## config.mk

```make
export PLATFORM = sky130hd
export DESIGN_NAME = rc_serial_frame_decoder
export DESIGN_NICKNAME = d
export VERILOG_FILES = /design/src/design/rcfd_pkg.sv /design/src/design/rcfd_ram.sv /design/src/design/rcfd_queue.sv /design/src/design/rcfd_front.sv /design/src/design/rcfd_back.sv /design/src/design/rc_serial_frame_decoder.sv
export SDC_FILE = /design/constraint.sdc
export NUM_CORES = 1
export LEC_CHECK = 0
export ABC_AREA = 1
export BUFFER_PORTS_ARGS = -buffer_cell sky130_fd_sc_hd__buf_2
export CORE_UTILIZATION = 60
export CTS_CLUSTER_SIZE = 8
export DETAILED_ROUTE_END_ITERATION = 8
export PLACE_DENSITY_LB_ADDON = 0.12
export SLEW_MARGIN = 20
export SYNTH_ARGS = -nofsm -noshare
export SYNTH_HDL_FRONTEND = slang
export SYNTH_SLANG_ARGS = --single-unit
```

## constraint.sdc

```tcl
create_clock -name clk -period 6.6 [get_ports clk]
set_input_delay 0.66 -clock clk [delete_from_list [all_inputs] [get_ports clk]]
set_output_delay 0.66 -clock clk [all_outputs]
set_load 0.02 [all_outputs]
```

## src/design/rcfd_pkg.sv

```systemverilog
`timescale 1ns / 1ps
`default_nettype none
package rcfd_pkg;

  localparam logic [7:0] HEADER_BYTE = 8'h20;

  // normalization: (raw - 1500) * 16384 / 500, saturated to +-16384
  localparam logic signed [16:0] NORM_CENTER = 17'sd1500;
  localparam logic signed [16:0] NORM_SPAN   = 17'sd500;
  localparam logic signed [15:0] Q14_ONE     = 16'sd16384;

  // floor(x * 4096 / 125) == (x * RECIP) >> RECIP_SHIFT for x < 500
  localparam int          RECIP_W     = 22;
  localparam logic [21:0] RECIP       = 22'd2147484;
  localparam int          RECIP_SHIFT = 16;
  localparam int          ABS_W       = 9;
  localparam int          PROD_W      = 31;

  // command handed from the front to the back for each finished frame
  typedef struct packed {
    logic ok;
    logic bank;
  } cmd_t;

endpackage
`default_nettype wire

```

## src/design/rcfd_ram.sv

```systemverilog
`timescale 1ns / 1ps
`default_nettype none
module rcfd_ram #(
  parameter int WIDTH  = 8,
  parameter int DEPTH  = 64,
  parameter int ADDR_W = $clog2(DEPTH)
) (
  input  wire logic              clk,
  input  wire logic              wr_en,
  input  wire logic [ADDR_W-1:0] wr_addr,
  input  wire logic [WIDTH-1:0]  wr_data,
  input  wire logic [ADDR_W-1:0] rd_addr,
  output logic      [WIDTH-1:0]  rd_data
);

  logic [WIDTH-1:0] mem [DEPTH];

  always_ff @(posedge clk) begin
    if (wr_en) begin
      mem[wr_addr] <= wr_data;
    end
    rd_data <= mem[rd_addr];
  end

endmodule
`default_nettype wire

```

## src/design/rcfd_queue.sv

```systemverilog
`timescale 1ns / 1ps
`default_nettype none
module rcfd_queue (
  input  wire logic          clk,
  input  wire logic          rst,
  input  wire logic          push,
  input  wire rcfd_pkg::cmd_t push_cmd,
  input  wire logic          pop,
  output logic               q_valid,
  output rcfd_pkg::cmd_t     q_cmd
);

  rcfd_pkg::cmd_t entries [2];
  logic           wr_ptr;
  logic           rd_ptr;
  logic [1:0]     count;

  assign q_valid = (count != 2'd0);
  assign q_cmd   = entries[rd_ptr];

  always_ff @(posedge clk) begin
    if (rst) begin
      wr_ptr <= 1'b0;
      rd_ptr <= 1'b0;
      count  <= 2'd0;
    end else begin
      if (push) begin
        wr_ptr <= ~wr_ptr;
      end
      if (pop) begin
        rd_ptr <= ~rd_ptr;
      end
      case ({push, pop})
        2'b10:   count <= count + 2'd1;
        2'b01:   count <= count - 2'd1;
        default: count <= count;
      endcase
    end
  end

  always_ff @(posedge clk) begin
    if (push) begin
      entries[wr_ptr] <= push_cmd;
    end
  end

`ifndef SYNTHESIS
  a_no_overflow: assert property (@(posedge clk) disable iff (rst)
    push |-> (count != 2'd2))
    else $error("queue push while full");
  a_no_underflow: assert property (@(posedge clk) disable iff (rst)
    pop |-> (count != 2'd0))
    else $error("queue pop while empty");
  a_count_range: assert property (@(posedge clk) disable iff (rst)
    count != 2'd3)
    else $error("queue count out of range");
`endif

endmodule
`default_nettype wire

```

## src/design/rcfd_front.sv

```systemverilog
`timescale 1ns / 1ps
`default_nettype none
module rcfd_front #(
  parameter int FRAME_BYTES = 32,
  parameter int ADDR_W      = $clog2(2 * FRAME_BYTES)
) (
  input  wire logic              clk,
  input  wire logic              rst,
  input  wire logic              in_valid,
  output logic                   in_ready,
  input  wire logic [7:0]        data_byte,
  output logic                   wr_en,
  output logic      [ADDR_W-1:0] wr_addr,
  output logic      [7:0]        wr_data,
  output logic                   push,
  output rcfd_pkg::cmd_t         push_cmd,
  input  wire logic              back_done
);

  localparam int POS_W = $clog2(FRAME_BYTES);

  logic [POS_W-1:0] pos;
  logic [15:0]      sum;
  logic [7:0]       prev_byte;
  logic             bank;
  logic [1:0]       pend;     // frames handed over and not yet fully emitted

  logic accept;
  logic idle;
  logic take;
  logic at_end;

  // two banks: a third frame would overwrite the one still being read
  assign in_ready = (pend != 2'd2);
  assign accept   = in_valid && in_ready;
  assign idle     = (pos == '0);
  assign take     = accept && (!idle || (data_byte == rcfd_pkg::HEADER_BYTE));
  assign at_end   = (pos == POS_W'(FRAME_BYTES - 1));

  assign wr_en   = take;
  assign wr_data = data_byte;
  assign wr_addr = bank ? (ADDR_W'(FRAME_BYTES) + ADDR_W'(pos)) : ADDR_W'(pos);

  assign push          = take && at_end;
  assign push_cmd.ok   = ({data_byte, prev_byte} == ~sum);
  assign push_cmd.bank = bank;

  always_ff @(posedge clk) begin
    if (rst) begin
      pos  <= '0;
      sum  <= 16'd0;
      bank <= 1'b0;
      pend <= 2'd0;
    end else begin
      if (take) begin
        if (at_end) begin
          pos  <= '0;
          bank <= ~bank;
        end else begin
          pos <= pos + POS_W'(1);
        end
        if (idle) begin
          sum <= {8'h00, data_byte};
        end else if (pos < POS_W'(FRAME_BYTES - 2)) begin
          sum <= sum + {8'h00, data_byte};
        end
      end
      case ({push, back_done})
        2'b10:   pend <= pend + 2'd1;
        2'b01:   pend <= pend - 2'd1;
        default: pend <= pend;
      endcase
    end
  end

  always_ff @(posedge clk) begin
    if (take) begin
      prev_byte <= data_byte;
    end
  end

`ifndef SYNTHESIS
  a_pend_range: assert property (@(posedge clk) disable iff (rst)
    pend != 2'd3)
    else $error("pending frame count out of range");
  a_done_has_pend: assert property (@(posedge clk) disable iff (rst)
    back_done |-> (pend != 2'd0))
    else $error("frame finished with none pending");
`endif

endmodule
`default_nettype wire

```

## src/design/rcfd_back.sv

```systemverilog
`timescale 1ns / 1ps
`default_nettype none
module rcfd_back #(
  parameter int FRAME_BYTES  = 32,
  parameter int MAX_CHANNELS = 14,
  parameter int ADDR_W       = $clog2(2 * FRAME_BYTES)
) (
  input  wire logic              clk,
  input  wire logic              rst,
  input  wire logic              q_valid,
  input  wire rcfd_pkg::cmd_t    q_cmd,
  output logic                   pop,
  output logic      [ADDR_W-1:0] rd_addr,
  input  wire logic [7:0]        rd_data,
  output logic                   back_done,
  output logic                   out_valid,
  input  wire logic              out_ready,
  output logic                   frame_ok,
  output logic      [3:0]        channel_index,
  output logic      [15:0]       raw_width,
  output logic signed [15:0]     normalized,
  output logic                   last
);

  localparam int POS_W    = $clog2(FRAME_BYTES);
  localparam int CH_LIMIT = (FRAME_BYTES - 4) / 2;
  localparam int CH_COUNT = (MAX_CHANNELS < CH_LIMIT) ? MAX_CHANNELS : CH_LIMIT;
  localparam int CH_W     = (CH_COUNT > 1) ? $clog2(CH_COUNT) : 1;

  typedef enum logic [2:0] {
    S_IDLE,
    S_LO,
    S_HI,
    S_CALC,
    S_MUL,
    S_EMIT
  } state_t;

  state_t                            state;
  logic                              ok;
  logic                              bank;
  logic [POS_W-1:0]                  off;
  logic [CH_W-1:0]                   chan;
  logic [7:0]                        raw_lo;
  logic [15:0]                       raw;
  logic                              sat_pos;
  logic                              sat_neg;
  logic                              neg;
  logic [rcfd_pkg::ABS_W-1:0]        abs_d;
  logic [rcfd_pkg::PROD_W-1:0]       prod;

  logic [POS_W-1:0]      rd_off;
  logic [15:0]           raw_full;
  logic signed [16:0]    diff;
  logic signed [16:0]    diff_abs;
  logic signed [15:0]    quot;
  logic signed [15:0]    norm_val;
  logic                  out_free;
  logic                  chan_last;
  logic [CH_W+3:0]       chan_ext;

  assign rd_off  = (state == S_HI) ? (off + POS_W'(1)) : off;
  assign rd_addr = bank ? (ADDR_W'(FRAME_BYTES) + ADDR_W'(rd_off)) : ADDR_W'(rd_off);

  assign raw_full = {rd_data, raw_lo};
  assign diff     = $signed({1'b0, raw_full}) - rcfd_pkg::NORM_CENTER;
  assign diff_abs = diff[16] ? -diff : diff;

  assign quot = $signed({1'b0, prod[rcfd_pkg::PROD_W-1:rcfd_pkg::RECIP_SHIFT]});

  always_comb begin
    if (sat_pos) begin
      norm_val = rcfd_pkg::Q14_ONE;
    end else if (sat_neg) begin
      norm_val = -rcfd_pkg::Q14_ONE;
    end else if (neg) begin
      norm_val = -quot;
    end else begin
      norm_val = quot;
    end
  end

  assign out_free  = !out_valid || out_ready;
  assign chan_last = (chan == CH_W'(CH_COUNT - 1));
  assign chan_ext  = {4'h0, chan};
  assign pop       = (state == S_IDLE) && q_valid;
  assign back_done = (state == S_EMIT) && out_free && (!ok || chan_last);

  always_ff @(posedge clk) begin
    if (rst) begin
      state     <= S_IDLE;
      out_valid <= 1'b0;
    end else begin
      // in S_EMIT the register is either held or reloaded below
      if (out_ready && (state != S_EMIT)) begin
        out_valid <= 1'b0;
      end
      case (state)
        S_IDLE: begin
          if (q_valid) begin
            ok   <= q_cmd.ok;
            bank <= q_cmd.bank;
            off  <= POS_W'(2);
            chan <= '0;
            state <= q_cmd.ok ? S_LO : S_EMIT;
          end
        end
        S_LO: begin
          state <= S_HI;
        end
        S_HI: begin
          raw_lo <= rd_data;
          state  <= S_CALC;
        end
        S_CALC: begin
          raw     <= raw_full;
          sat_pos <= (diff >= rcfd_pkg::NORM_SPAN);
          sat_neg <= (diff <= -rcfd_pkg::NORM_SPAN);
          neg     <= diff[16];
          abs_d   <= diff_abs[rcfd_pkg::ABS_W-1:0];
          state   <= S_MUL;
        end
        S_MUL: begin
          prod  <= rcfd_pkg::PROD_W'(abs_d) * rcfd_pkg::PROD_W'(rcfd_pkg::RECIP);
          state <= S_EMIT;
        end
        S_EMIT: begin
          if (out_free) begin
            out_valid <= 1'b1;
            if (ok) begin
              frame_ok      <= 1'b1;
              channel_index <= chan_ext[3:0];
              raw_width     <= raw;
              normalized    <= norm_val;
              last          <= chan_last;
              if (chan_last) begin
                state <= S_IDLE;
              end else begin
                chan  <= chan + CH_W'(1);
                off   <= off + POS_W'(2);
                state <= S_LO;
              end
            end else begin
              frame_ok      <= 1'b0;
              channel_index <= 4'd0;
              raw_width     <= 16'd0;
              normalized    <= 16'sd0;
              last          <= 1'b1;
              state         <= S_IDLE;
            end
          end
        end
        default: begin
          state <= S_IDLE;
        end
      endcase
    end
  end

`ifndef SYNTHESIS
  a_norm_range: assert property (@(posedge clk) disable iff (rst)
    out_valid |-> ((normalized >= -rcfd_pkg::Q14_ONE) && (normalized <= rcfd_pkg::Q14_ONE)))
    else $error("normalized value out of range");
  a_reject_shape: assert property (@(posedge clk) disable iff (rst)
    (out_valid && !frame_ok) |-> (last && (channel_index == 4'd0) && (raw_width == 16'd0)))
    else $error("rejection result malformed");
  a_pop_idle: assert property (@(posedge clk) disable iff (rst)
    pop |=> (state != S_IDLE))
    else $error("command taken but back stayed idle");
`endif

endmodule
`default_nettype wire

```

## src/design/rc_serial_frame_decoder.sv

```systemverilog
`timescale 1ns / 1ps
`default_nettype none
// rc serial frame decoder
// input channel (in_valid/in_ready/data_byte): one received serial byte per item.
//   bytes are dropped until the header 0x20 starts a frame of FRAME_BYTES bytes;
//   each byte taken is written straight into a two-bank frame store.
// output channel (out_valid/out_ready/frame_ok/channel_index/raw_width/
//   normalized/last): after the last byte of a frame, a good checksum gives one
//   item per channel with last on the final one, a bad checksum one item with
//   frame_ok low and last high.
// order: after the last byte of a frame its command passes the queue; per channel the
//   back end does two reads through the frame store's one read port, the normalize compare
//   and multiply steps, then emits the item before it starts on the next channel.
// a short command queue sits between the byte front end and the result back
//   end, so the next frame streams in while the previous one is emitted.
// the front end holds in_ready low only when two frames are waiting to be
//   emitted (both store banks in use).
// a stalled receiver holds the output register; the back end waits behind it
//   and the front end keeps taking bytes until both banks are filled.
// reset (rst, synchronous) returns to hunting for a header and empties the
//   queue; the frame store needs no clearing.
module rc_serial_frame_decoder #(
  parameter int FRAME_BYTES  = 32,
  parameter int MAX_CHANNELS = 14
) (
  input  wire logic        clk,
  input  wire logic        rst,
  input  wire logic        in_valid,
  output logic             in_ready,
  input  wire logic [7:0]  data_byte,
  output logic             out_valid,
  input  wire logic        out_ready,
  output logic             frame_ok,
  output logic [3:0]       channel_index,
  output logic [15:0]      raw_width,
  output logic signed [15:0] normalized,
  output logic             last
);

  // two banks of FRAME_BYTES bytes each
  localparam int DEPTH  = 2 * FRAME_BYTES;
  localparam int ADDR_W = $clog2(DEPTH);

  logic              wr_en;
  logic [ADDR_W-1:0] wr_addr;
  logic [7:0]        wr_data;
  logic [ADDR_W-1:0] rd_addr;
  logic [7:0]        rd_data;
  logic              push;
  rcfd_pkg::cmd_t    push_cmd;
  logic              pop;
  logic              q_valid;
  rcfd_pkg::cmd_t    q_cmd;
  logic              back_done;

  // byte collection, running sum and checksum check
  rcfd_front #(
    .FRAME_BYTES (FRAME_BYTES),
    .ADDR_W      (ADDR_W)
  ) u_front (
    .clk       (clk),
    .rst       (rst),
    .in_valid  (in_valid),
    .in_ready  (in_ready),
    .data_byte (data_byte),
    .wr_en     (wr_en),
    .wr_addr   (wr_addr),
    .wr_data   (wr_data),
    .push      (push),
    .push_cmd  (push_cmd),
    .back_done (back_done)
  );

  // frame store
  rcfd_ram #(
    .WIDTH  (8),
    .DEPTH  (DEPTH),
    .ADDR_W (ADDR_W)
  ) u_store (
    .clk     (clk),
    .wr_en   (wr_en),
    .wr_addr (wr_addr),
    .wr_data (wr_data),
    .rd_addr (rd_addr),
    .rd_data (rd_data)
  );

  // finished-frame commands
  rcfd_queue u_queue (
    .clk      (clk),
    .rst      (rst),
    .push     (push),
    .push_cmd (push_cmd),
    .pop      (pop),
    .q_valid  (q_valid),
    .q_cmd    (q_cmd)
  );

  // channel readout and normalization
  rcfd_back #(
    .FRAME_BYTES  (FRAME_BYTES),
    .MAX_CHANNELS (MAX_CHANNELS),
    .ADDR_W       (ADDR_W)
  ) u_back (
    .clk           (clk),
    .rst           (rst),
    .q_valid       (q_valid),
    .q_cmd         (q_cmd),
    .pop           (pop),
    .rd_addr       (rd_addr),
    .rd_data       (rd_data),
    .back_done     (back_done),
    .out_valid     (out_valid),
    .out_ready     (out_ready),
    .frame_ok      (frame_ok),
    .channel_index (channel_index),
    .raw_width     (raw_width),
    .normalized    (normalized),
    .last          (last)
  );

endmodule
`default_nettype wire
```

---- Word-level counts from Yosys, hierarchy flattened ----
Memories as Yosys holds them, arrays and structs flattened. A register that Yosys moved wholly into a read port is not among the register bits.
Index checks and enable logic that the tools add are counted.
storage, ports and cells
  memories ................................ 2
  input port bits ......................... 12
  RAM bits ................................ 516
  logic and storage cells ................. 142
  register bits ........................... 154
  output and inout port bits .............. 40
cells by class
  $mul .................................... 1
  bitwise operators ....................... 6
  reduce and logical (&&, ||, !) cells .... 31
  eq/ne operators ......................... 19
  $lt $le $gt $ge ......................... 3
  muxes and demuxes ....................... 38
  $add $sub $neg .......................... 14
memory list
  memory           depth  bits a word  read ports  clocked after Yosys merged registers in  write ports  RTL line          source
  u_store.mem      64     8            1           1                                        1            rcfd_ram.sv:16    logic [WIDTH-1:0] mem [DEPTH];
  u_queue.entries  2      2            1           1                                        1            rcfd_queue.sv:13  rcfd_pkg::cmd_t entries [2];
operators with widths
  operator                count
  $mux 16                 4
  $mux 5                  6
  $mul 9x20->29 const B   1
  $pmux 3 s6              1
  $ge 17x10->1 const B    1
  $le 17x10->1 const B    1
  $sub 16x11->17 const B  1
  $add 16x8->16           1
  $eq 16x16->1            1
  $mux 4                  4
  $neg 15->16             1
  $not 16->16             1
  $mux 15                 1
  $add 6x5->6 const A     2
  $mux 1                  12
  $mux 6                  2
  $reduce_and 2->1        6
  $add 5x1->5 const B     2
  $pmux 5 s2              1
  $reduce_bool 2->1       5
  $mux 3                  3
  $mux 9                  1
  $neg 9->9               1
  $eq 8x6->1 const B      1
  27 further kinds        52

---- Logic depth before layout (Yosys ltp) ----
  depth after elaboration ................. 7
  mapped depth ............................ 17

---- Cells and area by module ----
A second synthesis with hierarchy kept.
second synthesis, totals
  cells, all modules ...................... 3009
  area total of the unflattened synthesis .. 31338.8 um2
by module, submodules not included
  module      cells an instance  instances  area each (um2)
  rcfd_ram    1805               1          21339.2
  rcfd_back   848                1          7370.8
  rcfd_front  319                1          2265.9
  rcfd_queue  37                 1          362.8

---- Worst setup path after synthesis ----
Ideal clock, no wire load.
  kind .................................... register to register
  start ................................... register u_back.state[2]
  end ..................................... register u_back.channel_index[0], enable pin
  path buffers ............................ 0
  arrival ................................. 3.565 ns
  required time ........................... 6.119 ns
  slack ................................... 2.554 ns
  period minus slack after synthesis ...... 4.046 ns
  setup time .............................. 0.481 ns
  cell stages (with the launch flop) ...... 5
  cells stage by stage .................... dfxtp_1 -> inv_1 -> nor3_4 -> clkinv_1 -> nor3_1
on the way
  cells in the longest elaborated chain, start to end .. 2
ends and longest elaborated chain
  what                               RTL line          source
  start, declared                    rcfd_back.sv:39   state_t state;
  start signal, assigned             rcfd_back.sv:105  state <= q_cmd.ok ? S_LO : S_EMIT;
  $eq 3x3->1                         rcfd_back.sv:98   case (state)
  $reduce_and 3->1 (no source line)  -
  end signal, assigned               rcfd_back.sv:132  channel_index <= chan_ext[3:0];
  end, declared                      rcfd_back.sv:19   output logic [3:0] channel_index,
Every way passes these cells.
A chain may end at the register's enable or synchronous reset.

---- Final worst setup path ----
  start ................................... register u_back.abs_d[6] in the netlist's numbering
  end ..................................... register u_back.prod[23] in the netlist's numbering (data pin)
on the way
  cells in the longest elaborated chain, start to end .. 1
ends and longest elaborated chain
  what                    RTL line          source
  start, declared         rcfd_back.sv:49   logic [rcfd_pkg::ABS_W-1:0] abs_d;
  start signal, assigned  rcfd_back.sv:120  abs_d <= diff_abs[rcfd_pkg::ABS_W-1:0];
  $mul 9x20->29           rcfd_back.sv:124  prod <= rcfd_pkg::PROD_W'(abs_d) * rcfd_pkg::PROD_W'(rcfd_pkg::RECIP);
  end signal, assigned    rcfd_back.sv:124
  end, declared           rcfd_back.sv:50   logic [rcfd_pkg::PROD_W-1:0] prod;
Every way passes these cells.

==> metrics.md <==
| Metric | Value |
|---|---|
| Status | `finished clean` |
| Clock net sink count | `663` |
| Area of all sequential standard cells | `0.01950 mm^2` |
| First drt pass iteration count | `6` |
| Number of nets produced by synthesis | `3117` |
| DRC violations left | `0` |
| Pin count of the biggest net entering global routing | `125` |
| Net count reported at finish | `3167` |
| Hold Worst Slack | `359.4 ps` |
| Routed via count divided by cell count | `5.860` |
| Global route overflow | `0` |
| Type of destination of the critical path | `register` |
| Footprint of the multi-input gates | `0.01011 mm^2` |
| Cell Pwr Density | `354.2 mW/mm^2` |
| Inserted Diodes | `0` |
| Antenna violations before repair | `1` |
| Global router's overall resource usage | `29.85%` |
| Hold-fix buffers at CTS | `0` |
| Die Footprint | `0.05237 mm^2` |
| Antenna violation net count after detailed routing | `0` |
| Setup violators final | `0` |
| Gate count after technology mapping | `2993` |
| Highest ir drop seen on vdd | `0.3821 mV` |
| Most common library cell in the layout ignoring fill and taps | `sky130_fd_sc_hd__nand2_1` |
| Fillcell total | `3834` |
| Half-perimeter wire length after placement | `47.90 mm` |
| Worst EP required | `6980 ps` |
| Max-cap check violation count | `0` |
| Share of final-layout standard cells stronger than drive strength 1 | `7.252%` |
| Final count of hold timing violations | `0` |
| Distinct cell type count after synthesis | `53` |
| Startpoint types | `register` |
| Seq/Total Area, Yosys | `63.15%` |
| Total number of vias | `21959` |
| Area of the mapped netlist | `0.03088 mm^2` |
| Starting Density | `61.17%` |
| Commonest cells after routing, fill and taps aside | `932 x sky130_fd_sc_hd__nand2_1, 622 x sky130_fd_sc_hd__edfxtp_1, 413 x sky130_fd_sc_hd__nand3_1` |
| Async set or reset register ratio after synthesis | `0%` |
| Critical path class | `reg -> reg` |
| Utilization after layout | `67.78%` |
| Kind of path behind the tightest hold check | `in -> reg` |
| Maximum buffer depth of the clock tree | `3` |
| CTS root buffer | `sky130_fd_sc_hd__clkbuf_16` |
| Number of global-route vias before repair | `21127` |
| CP Data Arrival Time | `4670 ps` |
| Static Leak | `13.45 nW` |
| Tmin final | `4292 ps` |
| CTS buffer count | `92` |
| Number of standard-cell rows in the floorplan | `82` |
| H-Tree Level Count | `3` |
| TritonCTS clock tree | `done` |
| Wire length per cell after detailed routing | `20.65 um` |
| Final weighted congestion in routability-driven placement | `0.8725` |
| Mean Syn Cell Area | `10.32 um^2` |
| Worst reg-to-reg setup slack | `2310 ps` |
| Insertion delay of the later-clocked pin in the worst-skew pair | `640 ps` |
| Worst setup timing slack at the placement stage | `2325 ps` |
| Yosys warning count | `0` |
| WL final | `77.38 mm` |
| Die W | `228.9 um` |
| Final Slew Violations | `0` |
| Clock Pin Slew Worst Setup and Hold Paths | `50 ps` |
| Transition at the pin with the smallest max-transition slack | `1102 ps` |
| Number of flops mapped to enable cells by yosys | `622` |
| Setup slack of the critical path after layout | `2308 ps` |
| Relative slew slack | `26.54%` |
| Maximum clock skew at final layout | `26.13 ps` |
| Setup TNS after final layout | `0 ps` |
| Synth Register Bits | `663` |
| Final period util | `65.03%` |
| Unrepaired setup endpoints after global routing | `false` |
| I/O pins | `52` |
| Peak Freq | `0.2330 GHz` |
| Wire length of the first global-routing pass | `119.9 mm` |
| Setup fix buffers added after clock tree synthesis | `0` |
| Number of I/O port buffers | `51` |
| Core Footprint | `0.05048 mm^2` |
| Number of instances resized during post-cts repair | `0` |
| Leading register cell type out of synthesis | `sky130_fd_sc_hd__edfxtp_1` |
| Inst Count DP | `3621` |
| Number of standard cells in the final layout excluding fillers | `3747` |
| Critical Path Fanout Max | `11` |
| Area added between synthesis and finish | `10.80%` |
| Iteration-0 DRC count of the detailed router | `2165` |
| Die H | `228.9 um` |
-- power breakdown --
group	switching, mW	leakage [nW]	internal [mW]
registers	0.196	5.94	4.81
clock network	1.68	1.24	2.59
logic	2.08	6.27	0.760
-- stage by stage --
stage	instance area (um^2)	total power [mW]
after detailed placement	31660	7.863
after CTS	34200	12.13
after global placement	31660	7.817
final	34210	12.12
after global routing	34210	12.62
after floorplan	30880	7.041
-- layout make-up --
type                    count  area share [%]
well taps                 672           2.458
clock buffers             123           7.318
repair buffers             79           1.371
inverters                 195           2.176
flip-flops and latches    663           57.00
multi-input cells        2012           29.54
clock inverters             3          0.1317
-- cell usage after synthesis, types with 3 or more instances --
cell type	instances	area share, %
sky130_fd_sc_hd__fa_1	24	1.6
sky130_fd_sc_hd__a2111oi_0	3	0.085
sky130_fd_sc_hd__buf_4	4	0.097
sky130_fd_sc_hd__o21ai_0	49	0.79
sky130_fd_sc_hd__inv_4	4	0.081
sky130_fd_sc_hd__xor2_1	22	0.62
sky130_fd_sc_hd__nand3_1	413	6.7
sky130_fd_sc_hd__edfxtp_1	622	60
sky130_fd_sc_hd__a21oi_1	130	2.1
sky130_fd_sc_hd__inv_1	184	2.2
sky130_fd_sc_hd__nand4_1	10	0.20
sky130_fd_sc_hd__dfxtp_1	41	2.7
sky130_fd_sc_hd__o21ai_1	4	0.065
sky130_fd_sc_hd__a21o_1	5	0.12
sky130_fd_sc_hd__nor2_1	235	2.9
sky130_fd_sc_hd__clkinv_1	3	0.036
sky130_fd_sc_hd__buf_1	15	0.18
sky130_fd_sc_hd__ha_1	88	3.6
sky130_fd_sc_hd__xnor2_1	10	0.28
sky130_fd_sc_hd__nor4_1	4	0.081
sky130_fd_sc_hd__inv_2	4	0.049
sky130_fd_sc_hd__nor3_1	23	0.37
sky130_fd_sc_hd__or2_2	6	0.12
sky130_fd_sc_hd__o21bai_1	4	0.097
sky130_fd_sc_hd__o21a_1	3	0.073
sky130_fd_sc_hd__nand4_4	6	0.41
sky130_fd_sc_hd__buf_2	60	0.97
sky130_fd_sc_hd__nand2_1	933	11
sky130_fd_sc_hd__a31oi_1	8	0.16
sky130_fd_sc_hd__clkbuf_1	42	0.51
-- sequential cells by signal, summed over array words and instances, names as in the netlist, 5 cells and up, named ones only --
| register | count |
|---|---|
| u_back.raw_lo | 8 |
| u_back.normalized | 16 |
| u_back.raw | 15 |
| u_store.mem | 512 |
| u_front.prev_byte | 8 |
| u_back.prod | 15 |
| u_back.abs_d | 9 |
| u_store.rd_data | 8 |
| u_front.pos | 5 |
| u_front.sum | 16 |
| u_back.raw_width | 16 |
-- final timing paths --
check                                                 start                           to  depth (start not counted)
worst min-delay path                              out_ready  u_back.out_valid$_SDFF_PP0_                          4
worst max register to register    u_back.abs_d[6]$_DFFE_PP_    u_back.prod[23]$_DFFE_PP_                         16
worst min register to register  u_queue.rd_ptr$_SDFFE_PP0P_  u_queue.rd_ptr$_SDFFE_PP0P_                          1
worst max-delay path              u_back.abs_d[6]$_DFFE_PP_    u_back.prod[23]$_DFFE_PP_                         16
-- layer usage --
metal  part of all wire, %  global-route usage (%)
met1                    42                   40.62
met2                    48                   48.52
met3                   7.9                   5.651
met4                   2.6                   10.06
met5                     0                       0
-- kinds of logic (layout without fill, tap and decap cells) --
kind of cell	after synthesis	in the layout	share of synthesized area (%)
AOI/OAI and AO/OA	217	217	3.789
xor gates and xnor gates	32	32	0.9076
adders and majority gates	112	112	5.122
buffers and inverters	318	400	4.279
DFF	663	663	63.15
muxes	1	1	0.03647
and+or+nand+nor	1650	1650	22.72
-- worst max-delay path, cell delays in order, from the launching register on --
cell and delay (ps):
sky130_fd_sc_hd__edfxtp_1 600, sky130_fd_sc_hd__fa_1 610, sky130_fd_sc_hd__inv_1 50, sky130_fd_sc_hd__fa_1 520, sky130_fd_sc_hd__inv_1 60, sky130_fd_sc_hd__fa_1 490
sky130_fd_sc_hd__fa_1 490, sky130_fd_sc_hd__ha_1 350, sky130_fd_sc_hd__nand2_1 130, sky130_fd_sc_hd__nor2_1 60, sky130_fd_sc_hd__nor2_1 80, sky130_fd_sc_hd__o21ai_0 80
sky130_fd_sc_hd__nand2_1 70, sky130_fd_sc_hd__nand2_1 130, sky130_fd_sc_hd__nand2_1 90, sky130_fd_sc_hd__nand2_1 60, sky130_fd_sc_hd__xor2_1 150
No activity file was read; power rests on OpenSTA's default activity.
